===== config.mk =====
export PLATFORM = sky130hd
export DESIGN_NAME = cubic_bezier_easing_eval_unit
export DESIGN_NICKNAME = d
export VERILOG_FILES = /design/src/rtl/cbe_pkg.sv /design/src/rtl/cbe_datapath.sv /design/src/rtl/cbe_ctrl.sv /design/src/rtl/cubic_bezier_easing_eval_unit.sv
export SDC_FILE = /design/constraint.sdc
export NUM_CORES = 2
export LEC_CHECK = 0
export BUFFER_PORTS_ARGS = -buffer_cell sky130_fd_sc_hd__clkbuf_2
export CORE_UTILIZATION = 30
export CTS_CLUSTER_SIZE = 20
export DETAILED_ROUTE_END_ITERATION = 7
export GPL_TIMING_DRIVEN = 0
export SYNTH_ARGS = -nofsm -noshare
export SYNTH_HDL_FRONTEND = slang
export SYNTH_SLANG_ARGS = --single-unit

===== constraint.sdc =====
create_clock -name clk -period 50.9 [get_ports clk]
set_input_delay 2.545 -clock clk [delete_from_list [all_inputs] [get_ports clk]]
set_output_delay 2.545 -clock clk [all_outputs]
set_load 0.01 [all_outputs]

===== src/rtl/cbe_pkg.sv =====
// Package for the cubic Bezier easing evaluator.
// Holds the register index codes and the controller/datapath command type.
// No dependencies.
package cbe_pkg;

	localparam int RegIdxW = 3;

	typedef enum logic [RegIdxW-1:0] {
		REG_START_DELAY    = 3'd0,
		REG_SEGMENT_LENGTH = 3'd1,
		REG_CTRL1_X        = 3'd2,
		REG_CTRL1_Y        = 3'd3,
		REG_CTRL2_X        = 3'd4,
		REG_CTRL2_Y        = 3'd5
	} reg_idx_t;

	// datapath operations issued by the controller
	typedef enum logic [2:0] {
		OP_NONE   = 3'd0,
		OP_LOAD   = 3'd1,  // capture time, start progress division
		OP_DIVSTP = 3'd2,  // one restoring division step
		OP_PROG   = 3'd3,  // take quotient as progress, seed s
		OP_MUL    = 3'd4,  // one micro step of the polynomial sequence
		OP_NEWTON = 3'd5,  // take quotient as delta, update s
		OP_YOUT   = 3'd6   // clamp y and present it
	} op_t;

	typedef struct packed {
		op_t        op;
		logic [4:0] mstep;   // micro step inside the polynomial sequence
		logic       y_pass;  // polynomial evaluated with y control points
	} cmd_t;

	typedef struct packed {
		logic len_zero;
		logic dx_zero;
	} status_t;

endpackage


===== src/rtl/cbe_datapath.sv =====
// Datapath of the cubic Bezier easing evaluator: configuration registers,
// one shared multiplier, a bit-serial divider and the Newton variable.
// Depends on cbe_pkg.
module cbe_datapath #(
	parameter int FRAC_BITS = 16,
	parameter int TIME_BITS = 24
) (
	input  logic                   clk,
	input  logic                   arst_n,
	input  logic                   cfg_we,
	input  logic [2:0]             cfg_idx,
	input  logic [31:0]            cfg_data,
	input  logic [TIME_BITS-1:0]   play_time,
	input  cbe_pkg::cmd_t          cmd,
	output cbe_pkg::status_t       status,
	output logic [FRAC_BITS:0]     progress
);

	localparam int XW = FRAC_BITS + 1;
	localparam int YW = FRAC_BITS + 2;
	// working width for Q values and sums
	localparam int VW = FRAC_BITS + 6;
	localparam int DW = TIME_BITS + FRAC_BITS + 8;  // dividend register
	localparam int QW = TIME_BITS + FRAC_BITS + 8;
	localparam logic signed [VW-1:0] One = VW'(1) <<< FRAC_BITS;
	localparam logic signed [2*VW-1:0] Half = (2*VW)'(1) <<< (FRAC_BITS - 1);

	logic [TIME_BITS-1:0] start_delay_q, segment_length_q;
	logic [XW-1:0]        ctrl1_x_q, ctrl2_x_q;
	logic [YW-1:0]        ctrl1_y_q, ctrl2_y_q;

	always_ff @(posedge clk or negedge arst_n) begin
		if (!arst_n) begin
			start_delay_q    <= '0;
			segment_length_q <= TIME_BITS'(1);
			ctrl1_x_q        <= '0;
			ctrl1_y_q        <= '0;
			ctrl2_x_q        <= XW'(1) << FRAC_BITS;
			ctrl2_y_q        <= YW'(1) << FRAC_BITS;
		end else if (cfg_we) begin
			case (cfg_idx)
				cbe_pkg::REG_START_DELAY:    start_delay_q    <= cfg_data[TIME_BITS-1:0];
				cbe_pkg::REG_SEGMENT_LENGTH: segment_length_q <= cfg_data[TIME_BITS-1:0];
				cbe_pkg::REG_CTRL1_X:        ctrl1_x_q        <= cfg_data[XW-1:0];
				cbe_pkg::REG_CTRL1_Y:        ctrl1_y_q        <= cfg_data[YW-1:0];
				cbe_pkg::REG_CTRL2_X:        ctrl2_x_q        <= cfg_data[XW-1:0];
				cbe_pkg::REG_CTRL2_Y:        ctrl2_y_q        <= cfg_data[YW-1:0];
				default: ;
			endcase
		end
	end

	// saturated x and sign-extended y coordinates
	logic signed [VW-1:0] p1x, p2x, p1y, p2y, c1, c2;
	always_comb begin
		p1x = (ctrl1_x_q > XW'(One)) ? One : VW'(ctrl1_x_q);
		p2x = (ctrl2_x_q > XW'(One)) ? One : VW'(ctrl2_x_q);
		p1y = VW'(signed'(ctrl1_y_q));
		p2y = VW'(signed'(ctrl2_y_q));
		c1  = cmd.y_pass ? p1y : p1x;
		c2  = cmd.y_pass ? p2y : p2x;
	end

	logic signed [VW-1:0] f_q, s_q, omt_q, a_q, b_q, c_q, t_q, acc_q, dx_q;

	// shared multiplier with rounding, operands chosen by micro step
	logic signed [VW-1:0] ma, mb, mr;
	logic signed [2*VW-1:0] mp, mabs;
	always_comb begin
		ma = '0;
		mb = '0;
		case (cmd.mstep)
			5'd0:  begin ma = omt_q; mb = omt_q; end      // a
			5'd1:  begin ma = s_q;   mb = s_q;   end      // b
			5'd2:  begin ma = omt_q; mb = s_q;   end      // c
			5'd3:  begin ma = a_q;   mb = s_q;   end      // a*s
			5'd4:  begin ma = t_q;   mb = c1;    end
			5'd5:  begin ma = c_q;   mb = s_q;   end      // c*s
			5'd6:  begin ma = t_q;   mb = c2;    end
			5'd7:  begin ma = b_q;   mb = s_q;   end      // b*s
			5'd8:  begin ma = a_q;   mb = p1x;   end      // slope terms
			5'd9:  begin ma = c_q;   mb = p2x - p1x; end
			5'd10: begin ma = b_q;   mb = One - p2x; end
			default: ;
		endcase
		mp   = (2*VW)'(ma) * (2*VW)'(mb);
		mabs = mp[2*VW-1] ? -mp : mp;
		mabs = (mabs + Half) >>> FRAC_BITS;
		mr   = mp[2*VW-1] ? -VW'(mabs) : VW'(mabs);
	end

	// bit-serial restoring divider on magnitudes
	logic [DW-1:0] num_q;
	logic [DW-1:0] den_q;
	logic [DW-1:0] rem_q;
	logic [QW-1:0] quo_q;
	logic          neg_q;
	logic [DW:0]   rem_sh;
	logic [DW-1:0] diff;
	always_comb begin
		rem_sh = {rem_q, num_q[DW-1]};
		diff   = DW'(play_time) - DW'(start_delay_q);
	end

	logic signed [VW-1:0] xmf, snew;
	logic signed [QW:0]   qs;
	logic signed [DW-1:0] xnum;
	always_comb begin
		xmf  = acc_q - f_q;
		xnum = DW'(xmf) <<< FRAC_BITS;
		qs   = neg_q ? -(QW+1)'(quo_q) : (QW+1)'(quo_q);
		snew = VW'(s_q) - VW'(qs);
		if (qs > (QW+1)'(s_q) + (QW+1)'(0) && !qs[QW] && qs > (QW+1)'(VW'(s_q)))
			snew = '0;
		if (qs[QW] && -qs > (QW+1)'(One))
			snew = One;
		if (snew < 0)
			snew = '0;
		else if (snew > One)
			snew = One;
	end

	always_ff @(posedge clk) begin
		case (cmd.op)
			cbe_pkg::OP_LOAD: begin
				// diff is clamped in PROG; a full divide is run either way
				num_q  <= DW'(diff[TIME_BITS-1:0]) << FRAC_BITS;
				den_q  <= DW'(segment_length_q);
				rem_q  <= '0;
				quo_q  <= '0;
				neg_q  <= 1'b0;
				t_q    <= (diff[DW-1] || diff == '0) ? '0 :
				          (diff >= DW'(segment_length_q)) ? One : VW'(-1);
			end
			cbe_pkg::OP_DIVSTP: begin
				num_q <= num_q << 1;
				if (rem_sh >= {1'b0, den_q}) begin
					rem_q <= DW'(rem_sh - {1'b0, den_q});
					quo_q <= {quo_q[QW-2:0], 1'b1};
				end else begin
					rem_q <= rem_sh[DW-1:0];
					quo_q <= {quo_q[QW-2:0], 1'b0};
				end
			end
			cbe_pkg::OP_PROG: begin
				f_q   <= (t_q == VW'(-1)) ? VW'(quo_q) : t_q;
				s_q   <= (t_q == VW'(-1)) ? VW'(quo_q) : t_q;
				omt_q <= One - ((t_q == VW'(-1)) ? VW'(quo_q) : t_q);
			end
			cbe_pkg::OP_MUL: begin
				case (cmd.mstep)
					5'd0: a_q <= mr;
					5'd1: b_q <= mr;
					5'd2: c_q <= mr;
					5'd3: t_q <= mr;
					5'd4: acc_q <= mr * VW'(3);
					5'd5: t_q <= mr;
					5'd6: acc_q <= acc_q + mr * VW'(3);
					5'd7: acc_q <= acc_q + mr;
					5'd8: dx_q <= mr * VW'(3);
					5'd9: dx_q <= dx_q + mr * VW'(6);
					5'd10: begin
						dx_q <= dx_q + mr * VW'(3);
					end
					5'd11: begin
						// start delta division: |x-f|<<F / |dx|
						num_q <= xnum[DW-1] ? -xnum : xnum;
						den_q <= dx_q[VW-1] ? DW'(-dx_q) : DW'(dx_q);
						neg_q <= xnum[DW-1] ^ dx_q[VW-1];
						rem_q <= '0;
						quo_q <= '0;
					end
					default: ;
				endcase
			end
			cbe_pkg::OP_NEWTON: begin
				s_q   <= snew;
				omt_q <= One - snew;
			end
			default: ;
		endcase
	end

	logic [FRAC_BITS:0] progress_q;
	always_ff @(posedge clk or negedge arst_n) begin
		if (!arst_n)
			progress_q <= '0;
		else if (cmd.op == cbe_pkg::OP_YOUT)
			progress_q <= status.len_zero ? '0 :
			              acc_q < 0 ? '0 :
			              acc_q > One ? XW'(One) : XW'(acc_q);
	end

	assign status.len_zero = (segment_length_q == '0);
	assign status.dx_zero  = (dx_q == '0);
	assign progress        = progress_q;

endmodule


===== src/rtl/cbe_ctrl.sv =====
// Controller of the cubic Bezier easing evaluator: sequences the divider,
// the polynomial micro steps and the Newton loop. Depends on cbe_pkg.
module cbe_ctrl #(
	parameter int NEWTON_STEPS = 6,
	parameter int DIV_STEPS    = 48
) (
	input  logic             clk,
	input  logic             arst_n,
	input  logic             start,
	input  cbe_pkg::status_t status,
	output cbe_pkg::cmd_t    cmd,
	output logic             busy,
	output logic             done
);

	typedef enum logic [2:0] {
		S_IDLE, S_DIV0, S_PROG, S_POLY, S_DIV1, S_NEWT, S_YPOLY, S_OUT
	} state_t;

	localparam int CW = $clog2(DIV_STEPS + 1);
	localparam int NW = $clog2(NEWTON_STEPS + 1);

	state_t          state_q;
	logic [CW-1:0]   cnt_q;
	logic [4:0]      mstep_q;
	logic [NW-1:0]   iter_q;

	always_comb begin
		cmd.op     = cbe_pkg::OP_NONE;
		cmd.mstep  = mstep_q;
		cmd.y_pass = (state_q == S_YPOLY);
		case (state_q)
			S_IDLE:  if (start) cmd.op = cbe_pkg::OP_LOAD;
			S_DIV0, S_DIV1: cmd.op = cbe_pkg::OP_DIVSTP;
			S_PROG:  cmd.op = cbe_pkg::OP_PROG;
			S_POLY, S_YPOLY: cmd.op = cbe_pkg::OP_MUL;
			S_NEWT:  cmd.op = cbe_pkg::OP_NEWTON;
			S_OUT:   cmd.op = cbe_pkg::OP_YOUT;
			default: cmd.op = cbe_pkg::OP_NONE;
		endcase
	end

	always_ff @(posedge clk or negedge arst_n) begin
		if (!arst_n) begin
			state_q <= S_IDLE;
			cnt_q   <= '0;
			mstep_q <= '0;
			iter_q  <= '0;
			busy    <= 1'b0;
			done    <= 1'b0;
		end else begin
			done <= 1'b0;
			case (state_q)
				S_IDLE: if (start) begin
					busy    <= 1'b1;
					cnt_q   <= CW'(DIV_STEPS);
					state_q <= S_DIV0;
				end
				S_DIV0: begin
					cnt_q <= cnt_q - 1'b1;
					if (cnt_q == CW'(1)) state_q <= S_PROG;
				end
				S_PROG: begin
					mstep_q <= '0;
					iter_q  <= '0;
					state_q <= status.len_zero ? S_OUT : S_POLY;
				end
				S_POLY: begin
					mstep_q <= mstep_q + 1'b1;
					if (mstep_q == 5'd11) begin
						cnt_q   <= CW'(DIV_STEPS);
						state_q <= S_DIV1;
					end
				end
				default: ;
			endcase
			if (state_q == S_POLY && mstep_q == 5'd11 && status.dx_zero) begin
				mstep_q <= '0;
				state_q <= S_YPOLY;
			end
			case (state_q)
				S_DIV1: begin
					cnt_q <= cnt_q - 1'b1;
					if (cnt_q == CW'(1)) state_q <= S_NEWT;
				end
				S_NEWT: begin
					mstep_q <= '0;
					iter_q  <= iter_q + 1'b1;
					state_q <= (iter_q == NW'(NEWTON_STEPS - 1)) ? S_YPOLY : S_POLY;
				end
				S_YPOLY: begin
					mstep_q <= mstep_q + 1'b1;
					if (mstep_q == 5'd7) state_q <= S_OUT;
				end
				S_OUT: begin
					busy    <= 1'b0;
					done    <= 1'b1;
					state_q <= S_IDLE;
				end
				default: ;
			endcase
		end
	end

endmodule


===== src/rtl/cubic_bezier_easing_eval_unit.sv =====
// Top level of the cubic Bezier easing evaluator.
// Joins cbe_ctrl and cbe_datapath; depends on cbe_pkg.
//
//  channel   | handshake                  | payload
//  ----------+----------------------------+------------------------------
//  request   | start while busy is low    | play_time
//  result    | done strobe, one cycle     | progress
//  config    | cfg_valid && cfg_ready     | cfg_index, cfg_data
//
// A request runs the progress division, then up to NEWTON_STEPS Newton
// iterations, each a polynomial pass and a delta division, then a y pass.
// A flat slope ends the Newton loop early. Reset clears control and restores
// the register defaults. The receiver cannot stall; busy holds off requests.
module cubic_bezier_easing_eval_unit #(
	parameter int NEWTON_STEPS = 6,
	parameter int FRAC_BITS    = 16,
	parameter int TIME_BITS    = 24
) (
	input  logic                 clk,
	input  logic                 arst_n,
	input  logic                 start,
	output logic                 busy,
	input  logic [TIME_BITS-1:0] play_time,
	output logic                 done,
	output logic [FRAC_BITS:0]   progress,
	input  logic                 cfg_valid,
	output logic                 cfg_ready,
	input  logic [2:0]           cfg_index,
	input  logic [31:0]          cfg_data
);

	cbe_pkg::cmd_t    cmd;
	cbe_pkg::status_t status;

	// registers are always writable
	assign cfg_ready = 1'b1;

	cbe_ctrl #(
		.NEWTON_STEPS(NEWTON_STEPS),
		.DIV_STEPS   (TIME_BITS + FRAC_BITS + 8)
	) u_ctrl (
		.clk   (clk),
		.arst_n(arst_n),
		.start (start),
		.status(status),
		.cmd   (cmd),
		.busy  (busy),
		.done  (done)
	);

	cbe_datapath #(
		.FRAC_BITS(FRAC_BITS),
		.TIME_BITS(TIME_BITS)
	) u_dp (
		.clk      (clk),
		.arst_n   (arst_n),
		.cfg_we   (cfg_valid),
		.cfg_idx  (cfg_index),
		.cfg_data (cfg_data),
		.play_time(play_time),
		.cmd      (cmd),
		.status   (status),
		.progress (progress)
	);

endmodule

* Word level (Yosys, flattened, before mapping)
Index checks and enable logic that the tools add are counted.
** Storage, ports and cells
- Flip-flop bits (word level) :: 545
- Input port bits :: 63
- Output and inout bits :: 20
- Word-level logic and storage cells :: 210
** Operators by class
- Add/sub/neg operators :: 22
- $mul :: 3
- Order comparisons :: 10
- Eq/ne operators :: 36
- Mux-type cells :: 63
- Bitwise logic cells :: 1
- Reduce and logical (&&, ||, !) cells :: 48
** Operator list (count)
- one-hot mux 48 bit (3 select lines) :: 3
- two-way mux 48 bit :: 6
- two-way mux 22 bit :: 11
- one-hot mux 22 bit (7 select lines) :: 1
- one-hot mux 22 bit (2 select lines) :: 3
- one-hot mux 22 bit (3 select lines) :: 2
- one-hot mux 22 bit (6 select lines) :: 1
- one-hot mux 48 bit (2 select lines) :: 1
- adder 22 bit :: 4
- two-way mux 17 bit :: 5
- subtractor 22 bit :: 3
- greater-or-equal comparator 49 x 48 -> 1 bit :: 1
- greater-than comparator 49 x 18 -> 1 bit, second input constant :: 1
- greater-than comparator 49 x 22 -> 1 bit :: 1
- two-way mux 49 bit :: 1
- negator 48 -> 49 bit :: 1
- negator 49 bit :: 1
- greater-or-equal comparator 48 x 24 -> 1 bit :: 1
- logical NOT 48 bit :: 1
- negator 22 -> 48 bit :: 1
- negator 38 -> 48 bit :: 1
- subtractor 48 bit :: 1
- greater-than comparator 22 x 18 -> 1 bit, second input constant :: 2
- < comparator 22 x 1 -> 1 bit, second input constant :: 2
- other kinds (50) :: 128

* Logic depth before layout (Yosys ltp)
- Depth in word-level cells :: 13
- Gate-level depth with buffers :: 90
- Mapped depth without buffers :: 84

* Hierarchy
From an unflattened synthesis, not the netlist that was laid out.
** Unflattened totals
- Cell total of the unflattened synthesis :: 6412
- Area total of the unflattened synthesis :: 58307.2 um^2
** By module, submodules not included
- cbe_datapath :: times used 1, cells an instance 6264, area each 57062.2 um^2
- cbe_ctrl :: times used 1, cells an instance 146, area each 1233.7 um^2
- cubic_bezier_easing_eval_unit :: times used 1, cells an instance 2, area each 11.3 um^2

* Worst setup path after synthesis
Ideal clock, no wire load.
- Path type :: reg2reg
- From :: register u_dp.ctrl2_x_q[0]
- To :: register u_dp.acc_q[21], data pin
- Arrival time :: 18.483 ns
- Data required time :: 50.763 ns
- Setup slack :: 32.280 ns
- Stages on the path, launching flop included :: 88
- Period minus slack after synthesis :: 18.620 ns
- Path through :: dfrtp_1 -> nor3_2 -> nand2_1 -> o41ai_4 -> nand2_1 -> inv_1 -> ha_1 -> nor2b_1 -> o21ai_0 -> a21boi_0 -> o21ai_0 -> a21boi_0 -> o21ai_0 -> a21boi_0 -> o21ai_0 -> a21boi_0 -> o21ai_0 -> a21boi_0 -> (+52 left out) -> o21ai_0 -> nand2b_1 -> a21o_1 -> a21o_1 -> a21o_1 -> a41o_1 -> o41ai_1 -> xnor2_1 -> nand2_1 -> nand2_1 -> ha_1 -> a21oi_1 -> a31oi_1 -> xor2_1 -> inv_1 -> a311o_1 -> o311a_1 -> nand4_1
** Between the ends
- Cells in the longest elaborated chain, start to end :: 13
** RTL lines
- start, declared :: RTL line cbe_datapath.sv:29 : logic [XW-1:0] ctrl1_x_q, ctrl2_x_q;
- start signal, assigned :: RTL line cbe_datapath.sv:38 : ctrl2_x_q <= XW'(1) << FRAC_BITS;
- start signal, assigned :: RTL line cbe_datapath.sv:46 : cbe_pkg::REG_CTRL2_X: ctrl2_x_q <= cfg_data[XW-1:0];
- greater-than comparator 17 bit :: RTL line cbe_datapath.sv:57 : p2x = (ctrl2_x_q > XW'(One)) ? One : VW'(ctrl2_x_q);
- two-way mux 17 bit (*) :: RTL line cbe_datapath.sv:57
- subtractor 18 x 22 -> 22 bit (tied with other cells) :: RTL line cbe_datapath.sv:83 : 5'd10: begin ma = b_q; mb = One - p2x; end
- one-hot mux 22 bit (7 select lines) (*) :: RTL line cbe_datapath.sv:72 : case (cmd.mstep)
- multiplier 22 x 22 -> 44 bit (*) :: RTL line cbe_datapath.sv:86 : mp = (2*VW)'(ma) * (2*VW)'(mb);
- negator 38 bit :: RTL line cbe_datapath.sv:87 : mabs = mp[2*VW-1] ? -mp : mp;
- two-way mux 38 bit :: RTL line cbe_datapath.sv:87
- adder 38 x 17 -> 38 bit :: RTL line cbe_datapath.sv:88 : mabs = (mabs + Half) >>> FRAC_BITS;
- negator 22 bit :: RTL line cbe_datapath.sv:89 : mr = mp[2*VW-1] ? -VW'(mabs) : VW'(mabs);
- two-way mux 22 bit (*) :: RTL line cbe_datapath.sv:89
- net u_dp.mr[5] :: RTL line cbe_datapath.sv:67 : logic signed [VW-1:0] ma, mb, mr;
- multiplier 22 x 3 -> 22 bit :: RTL line cbe_datapath.sv:156, cbe_datapath.sv:158
- adder 22 bit :: RTL line cbe_datapath.sv:158 : 5'd6: acc_q <= acc_q + mr * VW'(3);
- one-hot mux 22 bit (3 select lines) (*) :: RTL line cbe_datapath.sv:151 : case (cmd.mstep)
- end signal, assigned :: RTL line cbe_datapath.sv:156 : 5'd4: acc_q <= mr * VW'(3);
- end signal, assigned :: RTL line cbe_datapath.sv:158
- end signal, assigned :: RTL line cbe_datapath.sv:159 : 5'd7: acc_q <= acc_q + mr;
- end, declared :: RTL line cbe_datapath.sv:64 : logic signed [VW-1:0] f_q, s_q, omt_q, a_q, b_q, c_q, t_q, acc_q, dx_q;
Mark *: on every way through the listed nets, which the timed path passes. The rest lies on a longest branch.
A chain may end at the register's enable or synchronous reset.

* Worst setup path in the final report
- From :: register u_dp.ctrl1_x_q[11]
- To :: register u_dp.acc_q[21], data pin
** Between the ends
- Cells in the longest elaborated chain, start to end :: 13
** RTL lines
- start, declared :: RTL line cbe_datapath.sv:29
- start signal, assigned :: RTL line cbe_datapath.sv:44 : cbe_pkg::REG_CTRL1_X: ctrl1_x_q <= cfg_data[XW-1:0];
- greater-than comparator 17 bit :: RTL line cbe_datapath.sv:56 : p1x = (ctrl1_x_q > XW'(One)) ? One : VW'(ctrl1_x_q);
- two-way mux 17 bit (*) :: RTL line cbe_datapath.sv:56
- subtractor 22 bit / two-way mux 22 bit (equally long branches) :: RTL line cbe_datapath.sv:82, cbe_datapath.sv:60
- one-hot mux 22 bit (7 select lines) (*) :: RTL line cbe_datapath.sv:72
- multiplier 22 x 22 -> 44 bit (*) :: RTL line cbe_datapath.sv:86
- negator 38 bit :: RTL line cbe_datapath.sv:87
- two-way mux 38 bit :: RTL line cbe_datapath.sv:87
- adder 38 x 17 -> 38 bit :: RTL line cbe_datapath.sv:88
- negator 22 bit :: RTL line cbe_datapath.sv:89
- two-way mux 22 bit (*) :: RTL line cbe_datapath.sv:89
- net u_dp.mr[8] :: RTL line cbe_datapath.sv:67
- multiplier 22 x 3 -> 22 bit :: RTL line cbe_datapath.sv:156, cbe_datapath.sv:158
- adder 22 bit :: RTL line cbe_datapath.sv:158
- one-hot mux 22 bit (3 select lines) (*) :: RTL line cbe_datapath.sv:151
Marks and branches as above.

==> impl_results.md <==
* Hold_sp: u_ctrl.cnt_q[5]
* Final setup viols at 0
* Worst R2R Start: u_dp.ctrl1_x_q[11]
* Worst-Margin Slew at 1530 ps
* Avg Vias per Cell at 5.38
* Vias in the first global route at 49687
* Critical path arrival at 25710 ps
* Initial antenna violation count at 9
* R2R Setup Slk at 25680 ps
* Largest net degree at the start of global routing at 112
* Avg Inst Size Synth at 9.01 µm²
* Clk_lat worst skew at 650 ps
* Failing checks: design-rule violations, max-capacitance violations, max-slew violations
* First-pass GRT wire length at 312 mm
* Setup bufs post-CTS at 0
* Worst-path fanout max at 10
* Congestion Overflow GR at 0
* Fin area at 65500 µm²
* Min Tclk post-route at 25220 ps
* Wire per inst at 22.1 µm
* # clock sinks at 525
* CTS root buffer: clkbuf_16
* Dpl hpwl at 168 mm
* Filler Cells Inserted at 20181
* Die ar. at 199000 µm²
* Die height at 446 µm
* WHS Path Cells at 1
* Syn. warnings at 0
* Core Region at 195000 µm²
* Share of the yosys chip area belonging to registers at 0.254
* ANT nets after route at 0
* Vias at 50685
* Final Skew at 38.3 ps
* Area grow syn2layout at 10.7%
* 1st-pass router iterations at 8
* Startpoint types: flop
* Clock Tree Buf Depth at 3
* CTS buffer count at 66
* Routability cong. at 1.00
* CP Class: flop to flop
* Post-synth top area cell: edfxtp_1
* DR iter-0 viols at 5122
* Max-cap violations at 1
* Slew HR at -0.0212
* H-Tree Depth at 3
* IO Port Bufs at 72
* Slowest cell on crit path: xor2_1
* PostCTS Resize Cnt at 0
* Setup TNS at 0 ps
* Post-route clock period utilization at 0.495
* Main flop type after synthesis: edfxtp_1
* Register area at 15000 µm²
* Clock slew at the register clock pins of the worst setup and hold paths at 60 ps
* Synth top area cells: edfxtp_1 (19%), fa_1 (17%), ha_1 (9.6%)
* CP Capture Type: flop
* Status: complete, but fails checks
* Max Fclk at 39.7 MHz
* Cell mode on critical path: o21ai_0
* RR Endpoint: u_dp.acc_q[21]
* Worst r2r path cells at 83
* Number of remaining DRC errors at 1
* Die Width at 446 µm
* Cell variety after synth at 122
* Yosys top cell area share at 0.188
* Cts hold-fix bufs at 0
* Worst EP required at 51390 ps
* Area after DPL at 63300 µm²
* Commonest non-fill, non-tap cell in the layout: inv_1
* Footprint of the multi-input gates at 40200 µm²
* Syn Inst Count at 6567
* Hold crit path type: flop to flop
* RSZ-0062 raised after global routing: false
* Layout cell share with drive strength beyond 1 at 0.0653
* Initial core utilization at 0.303
* Worst path max stage delay at 1140 ps
* I/O pin cnt at 83
* Synthesized area at 59200 µm²
* CTS tree: built
* Endpoint, Worst Hold: u_ctrl.cnt_q[5]
* #FFs+latches synth at 525
* Layout net count at 7775
* Max Slew Vio Count at 6
* Site Rows at 162
* Post-synth EDFFs at 371
* Gr usage total at 0.206
* Hold Vio Cnt, Final at 0
* Final wirelength at 208 mm
* Most frequent cells in the layout: inv_1 (830), nand2_1 (801), fa_1 (512), ha_1 (453), nor2_1 (419)
* Synth async-reset ratio at 0.293
area by class of cell:
type	count	area share
buffer	270	0.0164
multi-input combinational	4960	0.613
antenna	3	0.000115
clock inverter	47	0.00648
clock buffer	75	0.0270
timing repair buffer	92	0.00997
inverter	832	0.0477
tap	2624	0.0501
sequential	525	0.229
sequential cells by signal (all words and copies together), names as in the netlist, 24 cells and up:
| name | count |
|---|---|
| u_dp.den_q | 45 |
| u_dp.segment_length_q | 24 |
| u_dp.quo_q | 48 |
| u_dp.num_q | 32 |
| u_dp.start_delay_q | 24 |
| u_dp.rem_q | 48 |
kinds of logic after synthesis:
kind of cell | count (synthesis) | share of synthesized area
adder cells (fa/ha/maj) | 965 | 0.269
AND/OR/NAND/NOR | 2068 | 0.167
AO/OA/AOI/OAI | 1399 | 0.158
multiplexers | 153 | 0.0278
XOR/XNOR | 353 | 0.0532
buffers and inverters | 1102 | 0.0710
flip-flops | 525 | 0.254
other | 2 | 0.000127
through the flow:
stage	hold WS [ps]	std cells	setup slack, ps	util
detailed placement	484	9303	26170	0.324
finish	489	9428	25680	0.335
global placement	477	9283	26400	0.322
CTS	491	9425	26000	0.335
global route	509	9426	24190	0.335
floorplan	452	6587	32280	-
critical path, delay by kind of cell, from the launching register on:
family | cells | cell delay, ps
flip-flops | 1 | 430
XOR/XNOR | 5 | 2190
AND/OR/NAND/NOR | 13 | 2470
buffers and inverters | 13 | 4260
AO/OA/AOI/OAI | 39 | 9830
adder cells (fa/ha/maj) | 13 | 5830
worst max path at each step:
stage                                 to  cells past startpoint                from
after floorplan           u_dp.acc_q[21]                     87   u_dp.ctrl2_x_q[0]
after global placement    u_dp.acc_q[21]                     83  u_dp.ctrl1_x_q[11]
after detailed placement  u_dp.acc_q[21]                     83  u_dp.ctrl1_x_q[11]
after CTS                 u_dp.acc_q[21]                     83  u_dp.ctrl1_x_q[11]
after global routing      u_dp.acc_q[21]                     83  u_dp.ctrl1_x_q[11]
final                     u_dp.acc_q[21]                     83  u_dp.ctrl1_x_q[11]
cell usage after synthesis, types with 64 or more instances:
cell,n
and2_1,149
nor3_1,124
clkbuf_1,225
dfrtp_1,151
nand3_1,110
or3_1,64
fa_1,512
edfxtp_1,371
a21oi_1,307
xnor2_1,231
xor2_1,118
inv_1,830
a21o_1,80
mux2_2,89
nand2_1,801
o21ai_0,364
nor2_1,420
ha_1,453
layer usage:
metal	share of wire	GRT usage	routed length (µm)	vias up
met1	0.43	0.279	89500	25294
met4	0.042	0.0740	8650	10
met5	0.00033	0	69	-
met3	0.079	0.0362	16500	398
met2	0.45	0.327	93500	2004
li1	-	-	-	22979
Power is left out: the tool's default activity adds up to more than one toggle a clock period on the data nets, which glitch-free logic cannot reach.
